File: src/design/bandpass_biquad_cascade_unit_assert.svh
// ----------------------------------------------------------------------------
// bandpass biquad cascade assertion macros
// shared property forms used by the cascade unit checks
// ----------------------------------------------------------------------------
`ifndef BANDPASS_BIQUAD_CASCADE_UNIT_ASSERT_SVH
`define BANDPASS_BIQUAD_CASCADE_UNIT_ASSERT_SVH

// same-cycle implication, disabled during reset
`define BBC_ASSERT_NOW(label, ante, cons, msg) \
   label: assert property (@(posedge clock) disable iff (reset) (ante) |-> (cons)) \
      else $error(msg);

// next-cycle implication, disabled during reset
`define BBC_ASSERT_NEXT(label, ante, cons, msg) \
   label: assert property (@(posedge clock) disable iff (reset) (ante) |=> (cons)) \
      else $error(msg);

`endif

File: src/design/bbc_pkg.sv
// ----------------------------------------------------------------------------
// bbc_pkg
// widths, fixed-point constants, coefficient table and saturation helpers
// for the band-pass biquad cascade
// ----------------------------------------------------------------------------
package bbc_pkg;

   // field and state widths
   localparam int SAMPLE_W     = 12;
   localparam int FILT_W       = 24;
   localparam int STATE_W      = 48;
   localparam int SAMPLE_SHIFT = 16;
   localparam int OUT_SHIFT    = 8;

   // section count limits
   localparam int MAX_SECTIONS     = 8;
   localparam int DEFAULT_SECTIONS = 4;
   localparam int SEC_IDX_W        = 3;

   // multiplier and product widths (state split into two 24-bit halves)
   localparam int COEF_W     = 33;
   localparam int HALF_W     = 24;
   localparam int MUL_A_W    = HALF_W + 1;
   localparam int MUL_W      = MUL_A_W + COEF_W;
   localparam int FRAC_SHIFT = 30;
   localparam int PROD_W     = 81;
   localparam int RND_W      = PROD_W - FRAC_SHIFT;
   localparam int SUM_W      = 53;
   localparam int Q_W        = STATE_W + 1 - OUT_SHIFT;

   localparam logic signed [PROD_W-1:0] ROUND_HALF = PROD_W'(1) <<< (FRAC_SHIFT - 1);
   localparam logic signed [STATE_W:0]  OUT_ROUND  = (STATE_W + 1)'(1) <<< (OUT_SHIFT - 1);

   // saturation bounds
   localparam logic signed [STATE_W-1:0] S48_MAX  = {1'b0, {(STATE_W - 1){1'b1}}};
   localparam logic signed [STATE_W-1:0] S48_MIN  = {1'b1, {(STATE_W - 1){1'b0}}};
   localparam logic signed [FILT_W-1:0]  FILT_MAX = {1'b0, {(FILT_W - 1){1'b1}}};
   localparam logic signed [FILT_W-1:0]  FILT_MIN = {1'b1, {(FILT_W - 1){1'b0}}};

   // Q2.30 coefficients, with one extra integer bit for the value two
   localparam logic signed [COEF_W-1:0] C_ZERO  = 33'sd0;
   localparam logic signed [COEF_W-1:0] C_ONE   = 33'sd1073741824;
   localparam logic signed [COEF_W-1:0] C_TWO   = 33'sd2147483648;
   localparam logic signed [COEF_W-1:0] C_NTWO  = -33'sd2147483648;
   localparam logic signed [COEF_W-1:0] C0_B0   = 33'sd301344752;
   localparam logic signed [COEF_W-1:0] C0_B1   = 33'sd602689503;
   localparam logic signed [COEF_W-1:0] C0_A1   = 33'sd758945235;
   localparam logic signed [COEF_W-1:0] C0_A2   = 33'sd167729532;
   localparam logic signed [COEF_W-1:0] C1_A1   = 33'sd1020357786;
   localparam logic signed [COEF_W-1:0] C1_A2   = 33'sd580605920;
   localparam logic signed [COEF_W-1:0] C2_A1   = -33'sd2097666161;
   localparam logic signed [COEF_W-1:0] C2_A2   = 33'sd1024601085;
   localparam logic signed [COEF_W-1:0] C3_A1   = -33'sd2126530199;
   localparam logic signed [COEF_W-1:0] C3_A2   = 33'sd1053462535;

   // product order within one section
   typedef enum logic [2:0] {
      SEL_A1,
      SEL_A2,
      SEL_B0,
      SEL_B1,
      SEL_B2
   } coef_sel_type;

   // coefficient for a section and product slot
   function automatic logic signed [COEF_W-1:0] coef_lookup(
      input logic [SEC_IDX_W-1:0] sec,
      input coef_sel_type         sel
   );
      logic signed [COEF_W-1:0] b0, b1, b2, a1, a2;
      b0 = C_ONE;
      b1 = C_ZERO;
      b2 = C_ZERO;
      a1 = C_ZERO;
      a2 = C_ZERO;
      case (sec)
         3'd0: begin
            b0 = C0_B0;
            b1 = C0_B1;
            b2 = C0_B0;
            a1 = C0_A1;
            a2 = C0_A2;
         end
         3'd1: begin
            b1 = C_TWO;
            b2 = C_ONE;
            a1 = C1_A1;
            a2 = C1_A2;
         end
         3'd2: begin
            b1 = C_NTWO;
            b2 = C_ONE;
            a1 = C2_A1;
            a2 = C2_A2;
         end
         3'd3: begin
            b1 = C_NTWO;
            b2 = C_ONE;
            a1 = C3_A1;
            a2 = C3_A2;
         end
         // extra sections pass their input through
         default: begin
            b0 = C_ONE;
         end
      endcase
      case (sel)
         SEL_A1:  return a1;
         SEL_A2:  return a2;
         SEL_B0:  return b0;
         SEL_B1:  return b1;
         SEL_B2:  return b2;
         default: return C_ZERO;
      endcase
   endfunction

   // clamp a running sum to the 48-bit state range
   function automatic logic signed [STATE_W-1:0] sat_state(
      input logic signed [SUM_W-1:0] v
   );
      if (v > SUM_W'(S48_MAX)) begin
         return S48_MAX;
      end else if (v < SUM_W'(S48_MIN)) begin
         return S48_MIN;
      end
      return v[STATE_W-1:0];
   endfunction

   // round Q32.16 half up to Q16.8 and clamp to the output range
   function automatic logic signed [FILT_W-1:0] round_out(
      input logic signed [STATE_W-1:0] v
   );
      logic signed [STATE_W:0] t;
      logic signed [Q_W-1:0]   q;
      t = (STATE_W + 1)'(v) + OUT_ROUND;
      q = t[STATE_W:OUT_SHIFT];
      if (q > Q_W'(FILT_MAX)) begin
         return FILT_MAX;
      end else if (q < Q_W'(FILT_MIN)) begin
         return FILT_MIN;
      end
      return q[FILT_W-1:0];
   endfunction

endpackage

File: src/design/bandpass_biquad_cascade_unit.sv
// ----------------------------------------------------------------------------
// bandpass_biquad_cascade_unit
// band-pass as a cascade of SECTIONS direct-form-II biquads (eighth-order at four), computed
// with one shared 25x33 multiplier under a small sequencer
// ----------------------------------------------------------------------------
//
//  channel   ports                             moves
//  -------   -------------------------------   ------------------------------
//  request   req_valid req_stall req_sample    one 12-bit sample per transfer
//  response  rsp_valid rsp_stall rsp_filtered  one Q16.8 result per transfer
//
//  for each sample, every one of the five products per section is two
//  multiplier passes plus a merge and an accumulate, all through the single
//  shared multiplier, and each section adds two clamp steps.
//  reset clears the delay line, the sequencer and the response valid.
//  req_stall is high while a sample is in work; a finished result sits in the
//  response register, and a new sample may start while it waits to be taken.
//
`include "bandpass_biquad_cascade_unit_assert.svh"

module bandpass_biquad_cascade_unit
   import bbc_pkg::*;
#(
   parameter int SECTIONS = DEFAULT_SECTIONS
) (
   input  logic                     clock,
   input  logic                     reset,
   input  logic                     req_valid,
   output logic                     req_stall,
   input  logic [SAMPLE_W-1:0]      req_sample,
   output logic                     rsp_valid,
   input  logic                     rsp_stall,
   output logic signed [FILT_W-1:0] rsp_filtered
);

   localparam int SEC_W = (SECTIONS > 1) ? $clog2(SECTIONS) : 1;

   typedef enum logic [2:0] {
      ST_IDLE,
      ST_PROD,
      ST_WSTEP,
      ST_YSTEP,
      ST_OUTPUT
   } state_type;

   typedef enum logic [1:0] {
      PH_LO,
      PH_HI,
      PH_MERGE,
      PH_ACC
   } phase_type;

   state_type    state_ff, state_in;
   phase_type    phase_ff, phase_in;
   coef_sel_type sel_ff, sel_in;
   logic [SEC_W-1:0] sec_ff, sec_in;

   logic signed [STATE_W-1:0] z1_ff [SECTIONS];
   logic signed [STATE_W-1:0] z1_in [SECTIONS];
   logic signed [STATE_W-1:0] z2_ff [SECTIONS];
   logic signed [STATE_W-1:0] z2_in [SECTIONS];

   logic signed [STATE_W-1:0] acc_ff, acc_in;
   logic signed [STATE_W-1:0] w_ff, w_in;
   logic signed [SUM_W-1:0]   sum_ff, sum_in;
   logic signed [MUL_W-1:0]   mul_ff, mul_in;
   logic signed [PROD_W-1:0]  part_ff, part_in;
   logic signed [RND_W-1:0]   rnd_ff, rnd_in;

   logic                      rsp_valid_ff, rsp_valid_in;
   logic signed [FILT_W-1:0]  rsp_filtered_ff, rsp_filtered_in;

   logic signed [STATE_W-1:0] operand;
   logic signed [MUL_A_W-1:0] mul_a;
   logic signed [COEF_W-1:0]  coef;
   logic signed [PROD_W-1:0]  full_prod;
   logic signed [STATE_W-1:0] sum_sat;
   logic                      subtract;
   logic                      rsp_free;
   logic                      last_sec;

   // operand pick: delays of the head section or the fresh w
   always_comb begin
      case (sel_ff)
         SEL_A1, SEL_B1: operand = z1_ff[0];
         SEL_A2, SEL_B2: operand = z2_ff[0];
         SEL_B0:         operand = w_ff;
         default:        operand = z1_ff[0];
      endcase
   end

   // shared multiplier, low half unsigned then high half signed
   assign mul_a = (phase_ff == PH_LO) ? $signed({1'b0, operand[HALF_W-1:0]})
                                      : $signed({operand[STATE_W-1], operand[STATE_W-1:HALF_W]});
   assign coef  = coef_lookup(SEC_IDX_W'(sec_ff), sel_ff);
   assign mul_in = mul_a * coef;

   // recombine the halves and round half up
   assign full_prod = part_ff + (PROD_W'(mul_ff) <<< HALF_W);
   assign subtract  = (sel_ff == SEL_A1) || (sel_ff == SEL_A2);
   assign sum_sat   = sat_state(sum_ff);
   assign rsp_free  = !rsp_valid_ff || !rsp_stall;
   assign last_sec  = (sec_ff == SEC_W'(SECTIONS - 1));

   // sequencer next state
   always_comb begin
      state_in        = state_ff;
      phase_in        = phase_ff;
      sel_in          = sel_ff;
      sec_in          = sec_ff;
      z1_in           = z1_ff;
      z2_in           = z2_ff;
      acc_in          = acc_ff;
      w_in            = w_ff;
      sum_in          = sum_ff;
      part_in         = part_ff;
      rnd_in          = rnd_ff;
      rsp_valid_in    = rsp_valid_ff && rsp_stall;
      rsp_filtered_in = rsp_filtered_ff;

      case (state_ff)
         ST_IDLE: begin
            // sample transfer: load Q32.16 input and start section zero
            if (req_valid) begin
               acc_in   = STATE_W'({req_sample, {SAMPLE_SHIFT{1'b0}}});
               sum_in   = SUM_W'({req_sample, {SAMPLE_SHIFT{1'b0}}});
               sec_in   = '0;
               sel_in   = SEL_A1;
               phase_in = PH_LO;
               state_in = ST_PROD;
            end
         end
         ST_PROD: begin
            case (phase_ff)
               PH_LO: begin
                  phase_in = PH_HI;
               end
               PH_HI: begin
                  part_in  = PROD_W'(mul_ff) + ROUND_HALF;
                  phase_in = PH_MERGE;
               end
               PH_MERGE: begin
                  rnd_in   = full_prod[PROD_W-1:FRAC_SHIFT];
                  phase_in = PH_ACC;
               end
               PH_ACC: begin
                  sum_in   = subtract ? sum_ff - SUM_W'(rnd_ff) : sum_ff + SUM_W'(rnd_ff);
                  phase_in = PH_LO;
                  case (sel_ff)
                     SEL_A1:  sel_in = SEL_A2;
                     SEL_A2:  state_in = ST_WSTEP;
                     SEL_B0:  sel_in = SEL_B1;
                     SEL_B1:  sel_in = SEL_B2;
                     SEL_B2:  state_in = ST_YSTEP;
                     default: state_in = ST_IDLE;
                  endcase
               end
               default: phase_in = PH_LO;
            endcase
         end
         ST_WSTEP: begin
            // clamp w and restart the sum for the numerator
            w_in     = sum_sat;
            sum_in   = '0;
            sel_in   = SEL_B0;
            phase_in = PH_LO;
            state_in = ST_PROD;
         end
         ST_YSTEP: begin
            // clamp section output and rotate the delay line by one section
            acc_in = sum_sat;
            for (int i = 0; i < SECTIONS - 1; i++) begin
               z1_in[i] = z1_ff[i + 1];
               z2_in[i] = z2_ff[i + 1];
            end
            z1_in[SECTIONS - 1] = w_ff;
            z2_in[SECTIONS - 1] = z1_ff[0];
            if (last_sec) begin
               state_in = ST_OUTPUT;
            end else begin
               sec_in   = sec_ff + SEC_W'(1);
               sum_in   = SUM_W'(sum_sat);
               sel_in   = SEL_A1;
               phase_in = PH_LO;
               state_in = ST_PROD;
            end
         end
         ST_OUTPUT: begin
            // final rounding into the response register once it is free
            if (rsp_free) begin
               rsp_filtered_in = round_out(acc_ff);
               rsp_valid_in    = 1'b1;
               state_in        = ST_IDLE;
            end
         end
         default: state_in = ST_IDLE;
      endcase
   end

   // state and registered outputs
   always_ff @(posedge clock) begin
      if (reset) begin
         state_ff     <= ST_IDLE;
         phase_ff     <= PH_LO;
         sel_ff       <= SEL_A1;
         sec_ff       <= '0;
         rsp_valid_ff <= 1'b0;
         for (int i = 0; i < SECTIONS; i++) begin
            z1_ff[i] <= '0;
            z2_ff[i] <= '0;
         end
      end else begin
         state_ff     <= state_in;
         phase_ff     <= phase_in;
         sel_ff       <= sel_in;
         sec_ff       <= sec_in;
         rsp_valid_ff <= rsp_valid_in;
         z1_ff        <= z1_in;
         z2_ff        <= z2_in;
      end
      acc_ff          <= acc_in;
      w_ff            <= w_in;
      sum_ff          <= sum_in;
      mul_ff          <= mul_in;
      part_ff         <= part_in;
      rnd_ff          <= rnd_in;
      rsp_filtered_ff <= rsp_filtered_in;
   end

   assign req_stall    = (state_ff != ST_IDLE);
   assign rsp_valid    = rsp_valid_ff;
   assign rsp_filtered = rsp_filtered_ff;

   // checks on the sequencer
   `BBC_ASSERT_NEXT(a_busy_after_req, req_valid && !req_stall, state_ff == ST_PROD && sec_ff == '0, "sample transfer did not start section zero")
   `BBC_ASSERT_NOW(a_wstep_slot, state_ff == ST_WSTEP, sel_ff == SEL_A2 && phase_ff == PH_LO, "w clamp outside the feedback slot")
   `BBC_ASSERT_NOW(a_ystep_slot, state_ff == ST_YSTEP, sel_ff == SEL_B2 && phase_ff == PH_LO, "output clamp outside the numerator slot")
   `BBC_ASSERT_NOW(a_rsp_source, $rose(rsp_valid_ff), $past(state_ff == ST_OUTPUT), "response raised outside the output step")
   `BBC_ASSERT_NEXT(a_output_load, state_ff == ST_OUTPUT && rsp_free, rsp_valid_ff && state_ff == ST_IDLE, "free response register not loaded")

endmodule

File: config.mk
export PLATFORM = sky130hd
export DESIGN_NAME = bandpass_biquad_cascade_unit
export DESIGN_NICKNAME = d
export VERILOG_FILES = /design/src/design/bbc_pkg.sv /design/src/design/bandpass_biquad_cascade_unit.sv
export VERILOG_INCLUDE_DIRS = /design/src /design/src/design
export SDC_FILE = /design/constraint.sdc
export NUM_CORES = 2
export LEC_CHECK = 0
export ABC_AREA = 1
export BUFFER_PORTS_ARGS = -buffer_cell sky130_fd_sc_hd__buf_4
export CORE_ASPECT_RATIO = 0.6
export CORE_UTILIZATION = 45
export CTS_BUF_LIST = sky130_fd_sc_hd__clkbuf_4
export DETAILED_ROUTE_END_ITERATION = 8
export GPL_TIMING_DRIVEN = 0
export PLACE_DENSITY = 0.65
export SLEW_MARGIN = 15
export SYNTH_ARGS = -nofsm -noshare
export SYNTH_HDL_FRONTEND = slang
export SYNTH_SLANG_ARGS = --single-unit
File: constraint.sdc
create_clock -name clock -period 15.4 [get_ports clock]
set_clock_uncertainty 0.05 [all_clocks]
set_input_delay 2.31 -clock clock [delete_from_list [all_inputs] [get_ports clock]]
set_output_delay 2.31 -clock clock [all_outputs]
set_load 0.005 [all_outputs]
==> results.yml <==
outcome:
  outcome: "finished clean"
yosys:
  yosys.area.top_type: "fa_1"
  yosys_warnings: 0
  async_reset_ff_frac: 0
  syn_inst: 8471
  synth_ff_type: "dfxtp_1"
  synth_edf_count: 252
  syn_area_sq_um: 65700
  synth_top_cell_area_share: 0.257
  seq_area_frac_synth: 0.253
  avgSynthCellArea_sq_um: 7.76
  ys_types: 54
  syn_nets: 9609
  yosys-top-cells-area: "fa_1 26%, dfxtp_1 14%, nand2_1 13%, edfxtp_1 12%, inv_1 7.7%"
  synth-seq-cells: 705
die:
  core_area_sq_um: 145000
  die-area_sq_um: 148000
  dieWidth_um: 495
  die_h_um: 298
  start_util: 0.454
  num_rows: 108
  ioPinCount: 42
clock_network:
  postCtsHoldBufs: 0
  clockBufferDepth: 3
  clock_sinks: 705
  cts_resized: 0
  cts_tree: "built"
  cts-root-buf: "clkbuf_4"
  cts_setup_buffers: 0
  cts_max_level: 4
  clock_latency_ns: 1.06
  cts.clk_slew.worst_paths_ns: 0.09
  numCtsBuffers: 157
cells_and_area:
  fillers: 14700
  drive_gt1_frac: 0.0595
  multi_input_area_sq_um: 42500
  nNetsFinal: 9817
  final_cell_mix: "2258 x nand2_1, 1355 x inv_1, 994 x nor2_1"
  areaGrowthSynthToFinish_pct: 7.74
  layout_commonest_cell: "nand2_1"
  seqCellArea_sq_um: 16600
placed_design:
  gp_congestion: 1.05
  dpl.hpwl_mm: 253
  port-buffer-count: 40
critical_path:
  cp-end-kind: "register"
  slowest_stage: "a21oi_1"
  worstSetupStartpoint: "phase_ff[0]$_SDFFE_PP0P_"
  cp_max_fo: 10
  max_stage_delay_ns: 0.74
  r2r_cells: 32
  ff2ff_setup_slack_ns: 4.26
  setup.worst_path.start_class: "register"
  r2r_end: "mul_ff[28]$_DFF_P_"
  worstPathArrival_ns: 11.97
  critPathCapture: "mul_ff[28]$_DFF_P_"
  reg2reg_from: "phase_ff[0]$_SDFFE_PP0P_"
  required_ns: 16.23
  worst-setup-path-type: "register to register"
detailed_routing:
  postRouteAntennaNets: 0
  route.vias.total: 60400
  drtPass1Iterations: 8
  wl_per_cell_um: 27.7
  top_layer: "met5"
  wl_met1_mm: 140
  drc: 0
  first_iter_violations: 8258
  finalWirelength_mm: 297
  met3_length_mm: 58.7
  wl_met2_mm: 94.3
  viasPerCell: 5.62
grt:
  grt_use_total: 0.404
  grt_pass1_wl_mm: 417
  grt_pass1_vias: 57100
  grt_overflow_total: 0
  grt_max_degree: 56
  antenna_found_initial: 19
timing:
  fmax_mhz: 89.8
  rsz0062_at_grt: "no"
  final.setup.tns_ns: 0
  final_hold_viol_count: 0
  setup_violations: 0
  period_share: 0.723
  relSlewSlack: 0.0410
  slew_violations: 0
  finalCriticalPeriod_ns: 11.14
  tightest_slew_ns: 1.43
job:
  drv_cap: 0
hold_path:
  min_path_type: "register to register"
==> per-layer routing <==
metal	GRT usage	vias to the layer above
li1	-	26600
met1	0.637	29500
met2	0.430	3896
met3	0.268	273
met4	0.0588	16
met5	0.00779	-
==> logic make-up after synthesis <==
logic type,Yosys count,synth area share
XOR/XNOR,206,0.0275
AND/OR/NAND/NOR,3667,0.221
buffers and inverters,1714,0.100
AO/OA/AOI/OAI,1057,0.0877
flip-flops,705,0.253
adder cells (fa/ha/maj),1122,0.310
==> cell type report <==
type	count	share of cell area
Sequential cell	705	0.235
Clock buffer	227	0.0241
Clock inverter	54	0.00576
Antenna cell	18	0.000636
Timing Repair Buffer	49	0.00635
Multi-Input combinational cell	6052	0.601
Buffer	311	0.0188
Tap cell	1925	0.0340
Inverter	1403	0.0744
==> critical path, delay by kind of cell, from the launching register on <==
family	cells	cell delay, ns
fa+ha+maj	9	4.58
buf+inv	11	2.23
compound gates	5	2.13
simple gates	6	1.45
flops	1	0.41
xor+xnor	1	0.15
==> Yosys cell counts (5+ instances only) <==
cell / instances
nor4_1: 17
xor2_1: 152
fa_1: 843
o211ai_1: 9
nand3b_1: 9
a21boi_0: 10
edfxtp_1: 252
o31ai_1: 5
nor2_2: 8
nand2_1: 2259
a21oi_1: 663
xnor2_1: 54
a31oi_1: 30
buf_2: 107
ha_1: 279
or2_2: 13
a22oi_1: 42
nor3_2: 6
inv_2: 45
nor2_4: 5
and3_1: 5
o22ai_1: 6
a31o_2: 5
nor3_1: 64
o21a_1: 11
buf_4: 8
inv_1: 1356
nand4_1: 41
dfxtp_1: 453
nand3_1: 230
buf_1: 12
nor2_1: 997
a21o_1: 20
o21ai_1: 6
o21ai_0: 198
clkbuf_1: 184
a211oi_1: 10
o21bai_1: 28
==> registers in the layout (all words and copies together) (netlist names) <==
register	count
acc_ff	41
mul_ff	58
part_ff	35
phase_ff	2
rnd_ff	51
rsp_filtered	24
rsp_valid	1
sec_ff	2
sel_ff	3
state_ff	3
sum_ff	53
w_ff	48
z1_ff	192
z2_ff	192
==> worst min-delay path by stage <==
stage	from	to	slack, ns	depth (start not counted)
floorplan	mul_ff[24]$_DFF_P_	part_ff[24]$_DFFE_PP_	0.36	0
global placement	z1_ff[131]$_SDFFE_PP0P_	z1_ff[131]$_SDFFE_PP0P_	0.40	2
detailed placement	z2_ff[35]$_SDFFE_PP0P_	z2_ff[35]$_SDFFE_PP0P_	0.40	2
CTS	z2_ff[73]$_SDFFE_PP0P_	z2_ff[121]$_SDFFE_PP0P_	0.36	2
global route	z1_ff[127]$_SDFFE_PP0P_	z1_ff[175]$_SDFFE_PP0P_	0.39	2
finish	z2_ff[73]$_SDFFE_PP0P_	z2_ff[121]$_SDFFE_PP0P_	0.38	2
==> stage by stage <==
step                hold WS, ns  cells  area (sq um)  worst slack, ns   util
floorplan                 0.365   8471         65700             7.70      -
global route              0.394  10700         70800             4.07  0.489
finish                    0.378  10700         70800             4.26  0.489
detailed placement        0.402  10400         68600             4.84  0.474
global placement          0.398  10400         68400             4.57  0.473
CTS                       0.359  10700         70700             4.76  0.489
Power is not shown: default switching activity piles up to over one toggle a cycle in this logic, so the estimate is an artifact.
